## config.mk

```make
export PLATFORM = sky130hd
export DESIGN_NAME = sha256_stream_hasher_unit
export DESIGN_NICKNAME = d
export VERILOG_FILES = /design/src/sha_pkg.sv /design/src/sha_datapath.sv /design/src/sha_ctrl.sv /design/src/sha256_stream_hasher_unit.sv
export SDC_FILE = /design/constraint.sdc
export NUM_CORES = 2
export LEC_CHECK = 0
export BUFFER_PORTS_ARGS = -buffer_cell sky130_fd_sc_hd__clkbuf_2
export CELL_PAD_IN_SITES_DETAIL_PLACEMENT = 1
export CELL_PAD_IN_SITES_GLOBAL_PLACEMENT = 2
export CORE_AREA = 2 2 630 319
export CTS_BUF_LIST = sky130_fd_sc_hd__clkbuf_4
export CTS_CLUSTER_DIAMETER = 120
export DETAILED_ROUTE_END_ITERATION = 6
export DIE_AREA = 0 0 632 321
export GPL_TIMING_DRIVEN = 0
export PLACE_DENSITY_LB_ADDON = 0.12
export SETUP_SLACK_MARGIN = 0.05
export SLEW_MARGIN = 20
export SYNTH_ARGS = -nofsm -noshare
export SYNTH_HDL_FRONTEND = slang
export SYNTH_SLANG_ARGS = --single-unit
export TNS_END_PERCENT = 50
```

## constraint.sdc

```tcl
create_clock -name clk -period 65.6 [get_ports clk]
set_input_delay 13.12 -clock clk [delete_from_list [all_inputs] [get_ports clk]]
set_output_delay 13.12 -clock clk [all_outputs]
set_load 0.1 [all_outputs]
```

## src/sha_pkg.sv

```systemverilog
// ----------------------------------------------------------------------------
// SHA-256 shared definitions
// Payload structs, round constants, initial hash values and the command and
// status structs between the controller and the datapath.
// ----------------------------------------------------------------------------
package sha_pkg;

	localparam logic CMD_ABSORB = 1'b0;
	localparam logic CMD_FINISH = 1'b1;

	typedef struct packed {
		logic       command;
		logic [7:0] data_byte;
	} in_item_t;

	typedef struct packed {
		logic [31:0] digest_word;
		logic [2:0]  word_index;
		logic        last_word;
	} out_item_t;

	// Byte source selects for the buffer write.
	typedef enum logic [1:0] {
		SRC_DATA = 2'd0,
		SRC_PAD  = 2'd1,
		SRC_ZERO = 2'd2,
		SRC_LEN  = 2'd3
	} byte_src_t;

	typedef struct packed {
		logic      wr_en;      // write one byte into the buffer
		byte_src_t src;
		logic [7:0] data;
		logic      count_en;   // count a message byte
		logic      start;      // start a compression of the buffer
		logic      rearm;      // reload initial hash, clear counters
	} dp_cmd_t;

	typedef struct packed {
		logic       busy;      // compression running
		logic [5:0] fill;
	} dp_status_t;

	localparam logic [31:0] INIT_HASH [8] = '{
		32'h6a09e667, 32'hbb67ae85, 32'h3c6ef372, 32'ha54ff53a,
		32'h510e527f, 32'h9b05688c, 32'h1f83d9ab, 32'h5be0cd19};

	localparam logic [31:0] ROUND_K [64] = '{
		32'h428a2f98, 32'h71374491, 32'hb5c0fbcf, 32'he9b5dba5,
		32'h3956c25b, 32'h59f111f1, 32'h923f82a4, 32'hab1c5ed5,
		32'hd807aa98, 32'h12835b01, 32'h243185be, 32'h550c7dc3,
		32'h72be5d74, 32'h80deb1fe, 32'h9bdc06a7, 32'hc19bf174,
		32'he49b69c1, 32'hefbe4786, 32'h0fc19dc6, 32'h240ca1cc,
		32'h2de92c6f, 32'h4a7484aa, 32'h5cb0a9dc, 32'h76f988da,
		32'h983e5152, 32'ha831c66d, 32'hb00327c8, 32'hbf597fc7,
		32'hc6e00bf3, 32'hd5a79147, 32'h06ca6351, 32'h14292967,
		32'h27b70a85, 32'h2e1b2138, 32'h4d2c6dfc, 32'h53380d13,
		32'h650a7354, 32'h766a0abb, 32'h81c2c92e, 32'h92722c85,
		32'ha2bfe8a1, 32'ha81a664b, 32'hc24b8b70, 32'hc76c51a3,
		32'hd192e819, 32'hd6990624, 32'hf40e3585, 32'h106aa070,
		32'h19a4c116, 32'h1e376c08, 32'h2748774c, 32'h34b0bcb5,
		32'h391c0cb3, 32'h4ed8aa4a, 32'h5b9cca4f, 32'h682e6ff3,
		32'h748f82ee, 32'h78a5636f, 32'h84c87814, 32'h8cc70208,
		32'h90befffa, 32'ha4506ceb, 32'hbef9a3f7, 32'hc67178f2};

	localparam logic [7:0] PAD_BYTE = 8'h80;
	localparam logic [5:0] LEN_POS  = 6'd56;

	function automatic logic [31:0] rotr(input logic [31:0] x, input int n);
		rotr = (x >> n) | (x << (32 - n));
	endfunction

endpackage

```

## src/sha_datapath.sv

```systemverilog
// ----------------------------------------------------------------------------
// SHA-256 datapath
// Message schedule window filled byte by byte, length counter, one round per
// cycle and the chaining words.
// ----------------------------------------------------------------------------
module sha_datapath (
	input  logic                clk,
	input  logic                arst_n,
	input  sha_pkg::dp_cmd_t    cmd,
	input  logic [2:0]          rd_index,
	output logic [31:0]         rd_word,
	output sha_pkg::dp_status_t status
);

	logic [5:0]  fill_q;
	logic [60:0] msg_bytes_q;
	logic [31:0] hash_q [8];
	logic [31:0] v_q [8];
	logic [31:0] w_q [16];
	logic [5:0]  round_q;
	logic        busy_q;
	logic [63:0] bit_len;
	logic [7:0]  wr_byte;
	logic [31:0] s0, s1, sig0, sig1, ch, maj, t1, t2, w_new;

	assign bit_len = {msg_bytes_q, 3'b000};

	// Length bytes go out big-endian from buffer position 56.
	always_comb begin
		case (cmd.src)
			sha_pkg::SRC_DATA: wr_byte = cmd.data;
			sha_pkg::SRC_PAD:  wr_byte = sha_pkg::PAD_BYTE;
			sha_pkg::SRC_ZERO: wr_byte = 8'h00;
			default:           wr_byte = bit_len[{~fill_q[2:0], 3'b000} +: 8];
		endcase
	end

	assign s0    = sha_pkg::rotr(w_q[1], 7) ^ sha_pkg::rotr(w_q[1], 18) ^ (w_q[1] >> 3);
	assign s1    = sha_pkg::rotr(w_q[14], 17) ^ sha_pkg::rotr(w_q[14], 19)
		^ (w_q[14] >> 10);
	assign w_new = w_q[0] + s0 + w_q[9] + s1;
	assign sig1  = sha_pkg::rotr(v_q[4], 6) ^ sha_pkg::rotr(v_q[4], 11)
		^ sha_pkg::rotr(v_q[4], 25);
	assign ch    = (v_q[4] & v_q[5]) ^ (~v_q[4] & v_q[6]);
	assign t1    = v_q[7] + sig1 + ch + sha_pkg::ROUND_K[round_q] + w_q[0];
	assign sig0  = sha_pkg::rotr(v_q[0], 2) ^ sha_pkg::rotr(v_q[0], 13)
		^ sha_pkg::rotr(v_q[0], 22);
	assign maj   = (v_q[0] & v_q[1]) ^ (v_q[0] & v_q[2]) ^ (v_q[1] & v_q[2]);
	assign t2    = sig0 + maj;

	always_ff @(posedge clk) begin
		// Bytes land big-endian straight in the schedule window, which shifts
		// during the rounds and is fully rewritten before the next block.
		if (cmd.wr_en) begin
			w_q[fill_q[5:2]][{~fill_q[1:0], 3'b000} +: 8] <= wr_byte;
		end else if (busy_q) begin
			for (int i = 0; i < 15; i++) begin
				w_q[i] <= w_q[i+1];
			end
			w_q[15] <= w_new;
		end
		if (cmd.start) begin
			for (int i = 0; i < 8; i++) begin
				v_q[i] <= hash_q[i];
			end
		end else if (busy_q) begin
			v_q[7] <= v_q[6];
			v_q[6] <= v_q[5];
			v_q[5] <= v_q[4];
			v_q[4] <= v_q[3] + t1;
			v_q[3] <= v_q[2];
			v_q[2] <= v_q[1];
			v_q[1] <= v_q[0];
			v_q[0] <= t1 + t2;
		end
	end

	always_ff @(posedge clk or negedge arst_n) begin
		if (!arst_n) begin
			fill_q      <= '0;
			msg_bytes_q <= '0;
			busy_q      <= 1'b0;
			round_q     <= '0;
			for (int i = 0; i < 8; i++) begin
				hash_q[i] <= sha_pkg::INIT_HASH[i];
			end
		end else begin
			if (cmd.wr_en) begin
				fill_q <= fill_q + 6'd1;
			end
			if (cmd.count_en) begin
				msg_bytes_q <= msg_bytes_q + 61'd1;
			end
			if (cmd.start) begin
				busy_q  <= 1'b1;
				round_q <= '0;
			end else if (busy_q) begin
				round_q <= round_q + 6'd1;
				if (round_q == 6'd63) begin
					busy_q <= 1'b0;
				end
			end
			// The feed-forward lands together with the last round.
			if (cmd.rearm) begin
				msg_bytes_q <= '0;
				fill_q      <= '0;
				for (int i = 0; i < 8; i++) begin
					hash_q[i] <= sha_pkg::INIT_HASH[i];
				end
			end else if (busy_q && round_q == 6'd63) begin
				hash_q[0] <= hash_q[0] + t1 + t2;
				hash_q[1] <= hash_q[1] + v_q[0];
				hash_q[2] <= hash_q[2] + v_q[1];
				hash_q[3] <= hash_q[3] + v_q[2];
				hash_q[4] <= hash_q[4] + v_q[3] + t1;
				hash_q[5] <= hash_q[5] + v_q[4];
				hash_q[6] <= hash_q[6] + v_q[5];
				hash_q[7] <= hash_q[7] + v_q[6];
			end
		end
	end

	assign rd_word     = hash_q[rd_index];
	assign status.busy = busy_q;
	assign status.fill = fill_q;

endmodule

```

## src/sha_ctrl.sv

```systemverilog
// ----------------------------------------------------------------------------
// SHA-256 controller
// Sequences absorb, padding, compressions and digest output.
// ----------------------------------------------------------------------------
module sha_ctrl (
	input  logic                clk,
	input  logic                arst_n,
	input  logic                in_valid,
	output logic                in_stall,
	input  sha_pkg::in_item_t   in_data,
	output logic                out_valid,
	input  logic                out_stall,
	output sha_pkg::out_item_t  out_data,
	output sha_pkg::dp_cmd_t    cmd,
	output logic [2:0]          rd_index,
	input  logic [31:0]         rd_word,
	input  sha_pkg::dp_status_t status
);

	typedef enum logic [5:0] {
		ST_IDLE = 6'b000001,
		ST_PAD  = 6'b000010,
		ST_ZERO = 6'b000100,
		ST_LEN  = 6'b001000,
		ST_WAIT = 6'b010000,
		ST_OUT  = 6'b100000
	} state_t;

	state_t     state_q, state_d;
	logic [2:0] idx_q;
	logic       fin_q;      // registered copy of cmd.start
	logic       accept;

	assign accept   = in_valid && !in_stall;
	assign in_stall = (state_q != ST_IDLE) || status.busy;
	assign rd_index = idx_q;

	always_comb begin
		cmd          = '0;
		cmd.src      = sha_pkg::SRC_DATA;
		cmd.data     = in_data.data_byte;
		state_d      = state_q;
		unique case (state_q)
			ST_IDLE: begin
				if (accept) begin
					if (in_data.command == sha_pkg::CMD_ABSORB) begin
						cmd.wr_en    = 1'b1;
						cmd.count_en = 1'b1;
					end else begin
						state_d = ST_PAD;
					end
				end
			end
			ST_PAD: begin
				if (!status.busy) begin
					cmd.wr_en = 1'b1;
					cmd.src   = sha_pkg::SRC_PAD;
					state_d   = (status.fill == sha_pkg::LEN_POS - 6'd1) ? ST_LEN : ST_ZERO;
				end
			end
			ST_ZERO: begin
				if (!status.busy) begin
					if (status.fill == sha_pkg::LEN_POS) begin
						state_d = ST_LEN;
					end else begin
						cmd.wr_en = 1'b1;
						cmd.src   = sha_pkg::SRC_ZERO;
					end
				end
			end
			ST_LEN: begin
				if (!status.busy) begin
					cmd.wr_en = 1'b1;
					cmd.src   = sha_pkg::SRC_LEN;
					if (status.fill == 6'd63) begin
						state_d = ST_WAIT;
					end
				end
			end
			ST_WAIT: begin
				if (!status.busy && !fin_q) begin
					state_d = ST_OUT;
				end
			end
			ST_OUT: begin
				if (!out_stall && idx_q == 3'd7) begin
					cmd.rearm = 1'b1;
					state_d   = ST_IDLE;
				end
			end
			default: state_d = ST_IDLE;
		endcase
		// A write of the 64th byte starts a compression in the same cycle.
		cmd.start = cmd.wr_en && (status.fill == 6'd63);
	end

	always_ff @(posedge clk or negedge arst_n) begin
		if (!arst_n) begin
			state_q <= ST_IDLE;
			idx_q   <= '0;
			fin_q   <= 1'b0;
		end else begin
			state_q <= state_d;
			// fin_q is cmd.start registered; it rises together with busy.
			fin_q   <= cmd.start;
			if (state_q == ST_OUT && !out_stall) begin
				idx_q <= idx_q + 3'd1;
			end
		end
	end

	assign out_valid            = (state_q == ST_OUT);
	assign out_data.digest_word = rd_word;
	assign out_data.word_index  = idx_q;
	assign out_data.last_word   = (idx_q == 3'd7);

endmodule

```

## src/sha256_stream_hasher_unit.sv

```systemverilog
// ----------------------------------------------------------------------------
// SHA-256 stream hasher
// Top level: controller and datapath.
// ----------------------------------------------------------------------------
// Usage: each input request carries one command. An absorb request adds one
// message byte; a finish request pads the message, runs the last one or two
// compressions and then offers the eight digest words, H0 first, on the
// output channel, last_word marking the eighth.
// Rate: an absorb request is taken in one cycle, except that the 64th byte
// of a block starts a compression of 64 rounds (one round per cycle), during
// which no request is taken.
// A finish writes the pad, zero and length bytes one per cycle while no
// compression runs, up to the end of the block, and runs 64 rounds for each
// compression; the first digest word is offered once the last compression
// has finished.
// Then one cycle per digest word while not stalled.
// When the receiver stalls, the current word holds until taken.
// Reset puts the initial hash values in place and clears the byte counters;
// the block is ready for a request as soon as reset is released.
// ----------------------------------------------------------------------------
module sha256_stream_hasher_unit (
	input  logic               clk,
	input  logic               arst_n,
	input  logic               in_valid,
	output logic               in_stall,
	input  sha_pkg::in_item_t  in_data,
	output logic               out_valid,
	input  logic               out_stall,
	output sha_pkg::out_item_t out_data
);

	sha_pkg::dp_cmd_t    cmd;
	sha_pkg::dp_status_t status;
	logic [2:0]          rd_index;
	logic [31:0]         rd_word;

	sha_ctrl u_ctrl (
		.clk      (clk),
		.arst_n   (arst_n),
		.in_valid (in_valid),
		.in_stall (in_stall),
		.in_data  (in_data),
		.out_valid(out_valid),
		.out_stall(out_stall),
		.out_data (out_data),
		.cmd      (cmd),
		.rd_index (rd_index),
		.rd_word  (rd_word),
		.status   (status)
	);

	sha_datapath u_dp (
		.clk     (clk),
		.arst_n  (arst_n),
		.cmd     (cmd),
		.rd_index(rd_index),
		.rd_word (rd_word),
		.status  (status)
	);

endmodule
```

==> Word-level counts from Yosys, hierarchy flattened <==
Memories as Yosys holds them, arrays and structs flattened.
Cells that the tools add are included.
{ "word_totals": {"latchBits": 0, "reg_bits": 340, "out_inout_bits": 38, "mem_bits_ro": 2048, "n_memories": 3, "ramBits": 768, "elab_cells": 187, "inputBits": 13} }
{ "classes": {"eq_ne": 23, "order_cmp": 2, "n_mux": 59, "n_addsub": 25, "reduce_logical": 18, "n_div": 0, "shifts": 3, "multipliers": 0, "bitwise_logic": 39} }
{ "mem_list": {"columns": ["name", "depth", "word_bits", "rd", "rd_clocked_by_memory_dff", "write_ports", "line_no", "source"], "rows": [
  ["(name not given)", 64, 32, 1, 0, 0, "sha_datapath.sv:45", "assign t1 = v_q[7] + sig1 + ch + sha_pkg::ROUND_K[round_q] + w_q[0];"],
  ["u_dp.w_q", 16, 32, 16, 0, 16, "sha_datapath.sv:19", "logic [31:0] w_q [16];"],
  ["u_dp.v_q", 8, 32, 8, 0, 8, "sha_datapath.sv:18", "logic [31:0] v_q [8];"]
]} }
{ "op_table": {"columns": ["cell", "n"], "rows": [
  ["$add 32x32->32", 20],
  ["$mux 256", 2],
  ["$mux 32", 15],
  ["$xor 32x32->32", 9],
  ["$and 32x32->32", 5],
  ["$mux 61", 2],
  ["$bmux 32 s3", 1],
  ["$mux 6", 13],
  ["$shiftx 64x7->8", 1],
  ["$add 61x1->61 const B", 1],
  ["$pmux 6 s6", 1],
  ["$not 32->32", 1],
  ["$or 10x32->32", 1],
  ["$or 13x32->32", 1],
  ["$or 14x32->32", 1],
  ["$or 15x32->32", 1],
  ["$or 19x32->32", 1],
  ["$or 21x32->32", 1],
  ["$or 25x32->32", 1],
  ["$or 26x32->32", 1],
  ["$or 30x32->32", 1],
  ["$or 7x32->32", 1],
  ["$reduce_or 32->1", 1],
  ["$shift 8x7->32 const A", 1],
  ["other kinds (37)", 86]
]} }

==> Depth between registers and ports, before layout <==
An unclocked memory read counts as a cell.
{ "logic_depth": {"word_depth": 12, "depth_mapped": 43, "ltp_nobuf": 42} }

==> Cells and area by module <==
Synthesis repeated with hierarchy kept, for this count alone.
{ "hier_totals": {"hier_cells": 7748, "area_unflattened_um2": 77287.9} }
{ "by_module_without_submodules": {"columns": ["module", "seq_area_each_um2", "area_per_inst_um2", "cells_each", "instances"], "rows": [
  ["sha_datapath", 31490.2, 76324.5, 7640, 1],
  ["sha_ctrl", 251.5, 963.4, 108, 1]
]} }

==> Worst setup path after synthesis <==
OpenSTA, ideal clock, no wires.
{ "synth_timing": {"path_kind": "input to register", "from": "in in_data[8] (netlist bit)", "to": "mem u_dp.v_q[0][0], enable pin", "cell_stages": 4, "n_path_buf": 0, "setup_time_ns": 1.227, "t_arrival_ns": 31.668, "setup_slack_ns": 32.705, "t_required_ns": 64.373, "path_cell_list": "nor4b_4 -> or3_1 -> nand2_1 -> o21ai_0"} }
{ "synth_lines": {"columns": ["element", "line_no", "source"], "rows": [
  ["from (decl)", "sha256_stream_hasher_unit.sv:26", "input sha_pkg::in_item_t in_data,"],
  ["to (decl)", "sha_datapath.sv:18", null]
]} }

==> results.toml <==
[critical_path]
start_kind = "register"
r2r_cells = 40
worst_setup_path_end_kind = "output port"
cp_cell_sequence = "clkbuf_2 > buf_16 > buf_1 > mux4_2 > mux2_2 > clkbuf_2"
critical-path-slowest-cell = "dfrtp_1"
rr_endpoint = "u_dp.hash_q[127]"
crit_fanout = 10
r2r_start = "u_dp.round_q[1]"
worstPathRequired_ps = 52480
ff2ff_setup_slack_ps = 51570
crit_arrival_ps = 4860
path_class = "reg2out"
path_common_cell = "clkbuf_2"
slowest_delay_ps = 980
startpoint = "u_ctrl.rd_index[1]"

[sta]
fin_crit_sh_pct = 27.40
drv_slew = 0
rsz0062_at_grt = "false"
worst_pin_slew_ps = 1304
fin_setup_tns_ps = 0
setup_violations = 0
fmax_mhz = 55.63
min_period_ps = 17980
slew_headroom_pct = 12.77
hold_violations = 0
skew_ps = 129.1

[clock_tree]
cts_setup_buffers = 0
clock_sinks = 1108
cts_tree = "done"
cts-resized-gates = 0
cts_buffers = 301
cts_hold_buffers = 0
clk_pin_slew_ps = 80
insertion_delay_ps = 1250
htreeDepth = 5
clock_path_buffers = 4
cts-root-buf = "clkbuf_4"

[synth]
synth_area_um2 = 76440
synth_nets = 7894
synth.distinct_cells = 96
ys_ff_latch = 1108
synth_xor_area_share_pct = 7.344
synth_top_family_by_area = "compound AO/OA/AOI/OAI gates"
async_flop_share_pct = 30.69
synth.avg_cell_area_um2 = 10.58
yosysWarnings = 0
synthSimpleGateAreaFrac_pct = 9.063
syn_inst = 7222
ys.flop_type = "edfxtp_1"
ys_seq_area_share_pct = 41.52
synth-adder-area-share_pct = 13.42
synthMuxAreaShare_pct = 6.894
synth_edf_count = 768
synth-compound-area-share_pct = 17.76

[pwr]
powerDensity_nw_per_um2 = 23.59
leakage_nw = 38.54
ir_drop_uv = 13.94

[floorplan]
num_rows = 116
io_pins = 51
core_um2 = 198000
die_y_um = 321
initial_core_util_pct = 38.61
dieArea_um2 = 202900
die_w_um = 632

[final_layout]
register_area_um2 = 31740
multi_input_area_um2 = 41870
nNetsFinal = 8341
n_fill_cell = 21780
area_growth_pct = 12.61
drive_above_1_share_pct = 16.36
instances_no_fill = 10560

[detailed_routing]
drc = 0
routed_wl_mm = 390.8
first_iter_violations = 9939
drtPass1Iterations = 6
routedWlPerCell_um = 37.02
num_vias = 65570
drt.antenna.violating_nets = 0
viasPerCell = 6.211

[grt]
grt-ovfl-total = 0
grt_max_degree = 80
busiest_layer = "met1"
grt_pass1_wl_mm = 527.8
antenna_found_initial = 34
globalRouteMet3Util_pct = 23.61
grtUsageMet1_pct = 63.22
grt_usage_pct = 37.94
use_met2_pct = 37.22
grt_pass1_vias = 61990

[place]
place_congestion = 1.113
place_hpwl_mm = 321.3
portBuffers = 50
post-place-cells = 10020

[status]
status = "complete, no violations"

[hold_path]
hold_start = "u_dp.w_q[4][9]"
min_to = "u_dp.w_q[3][9]"
hold_class = "reg2reg"
min_path_cells = 1

[flow_run]
cap_violations = 0
-- per-stage QoR --
step / hold WS, ps / setup WS (ps) / power, mW / util [%] / instance area [µm²]
final: 506.4 / 47620 / 2.031 / 43.48 / 86080
after global routing: 511.6 / 47620 / 2.106 / 43.47 / 86060
after CTS: 498.0 / 47660 / 2.018 / 43.43 / 85970
after detailed placement: 506.2 / 48970 / 1.338 / 41.50 / 82160
after global placement: 493.2 / 15720 / 1.319 / 40.42 / 80010
after floorplan: 477.5 / 32700 / 1.160 / - / 76440
-- sequential cells by signal, summed over array words and instances (netlist names) --
register / count
u_dp.msg_bytes_q: 61
u_dp.v_q: 256
u_dp.busy_q: 1
u_ctrl.rd_index: 3
u_dp.round_q: 6
u_dp.fill_q: 6
u_ctrl.fin_q: 1
u_dp.hash_q: 256
u_ctrl.state_q: 6
u_dp.w_q: 512
-- where the power goes --
part	internal (mW)	switching, mW	total (mW)
clock	0.333	0.354	0.687
sequential	0.784	0.0148	0.798
combinational	0.202	0.343	0.545
-- cells in the mapped netlist, types with 220 or more instances --
library cell / number / area, µm²
a21o_1: 673 / 5052
a21oi_1: 509 / 2547
clkbuf_1: 329 / 1235
edfxtp_1: 768 / 23060
fa_1: 227 / 4544
ha_1: 432 / 5405
inv_1: 441 / 1655
mux2_2: 256 / 2883
nand2_1: 580 / 2177
nor2_1: 392 / 1471
o21ai_0: 350 / 1752
xnor2_1: 421 / 3687
xor2_1: 220 / 1927
-- routing by layer --
layer	part of all wire, %	wire length [µm]	up-vias
met5	0.26	1017	-
met3	18	71090	388
met1	51	198700	34020
met2	30	115300	3992
li1	-	-	27150
met4	1.2	4667	28
-- kinds of logic after synthesis --
family,Yosys count
AO/OA/AOI/OAI,2068
AND/OR/NAND/NOR,1516
flip-flops,1108
buffers and inverters,812
adder cells (fa/ha/maj),690
XOR/XNOR,641
multiplexers,387
-- placed cells by master, fill, tap and decap left out, drive strengths merged, types with 73 or more instances in the layout --
| master | instances |
|---|---|
| nand2 | 580 |
| a21o | 673 |
| edfxtp | 768 |
| clkbuf | 839 |
| nor2 | 393 |
| ha | 432 |
| inv | 448 |
| o21ai | 355 |
| mux4 | 86 |
| o211ai | 76 |
| dfrtp | 203 |
| a21oi | 510 |
| xnor2 | 421 |
| nand3 | 114 |
| xor2 | 220 |
| mux2 | 256 |
| buf | 132 |
| fa | 227 |
| nor3 | 73 |
| dfstp | 137 |
-- worst max path at each step --
stage / end / slack [ps] / cells after the start
finish: out_data[10] / 47620 / 6
global route: out_data[10] / 47620 / 6
floorplan: u_dp.v_q[0][0] / 32700 / 4
CTS: out_data[11] / 47660 / 6
global placement: u_dp.v_q[0][66] / 15720 / 5
detailed placement: u_dp.v_q[0][34] / 48970 / 13
-- layout make-up --
class                           instances  share of cell area [%]
Inverter                              443                   1.932
Clock inverter                         65                  0.4288
Multi-Input combinational cell       5302                   48.64
Clock buffer                          458                   3.994
Tap cell                             2655                   3.859
Sequential cell                      1108                   36.87
Timing Repair Buffer                  144                   2.469
Antenna cell                           13                 0.03779
Buffer                                369                   1.763
-- critical path: cells and delay by family, from the launching register on --
family | cells | cell delay (ps)
mux | 2 | 810
flops | 1 | 980
buf+inv | 4 | 1830
(Power assumes the default switching activity.)
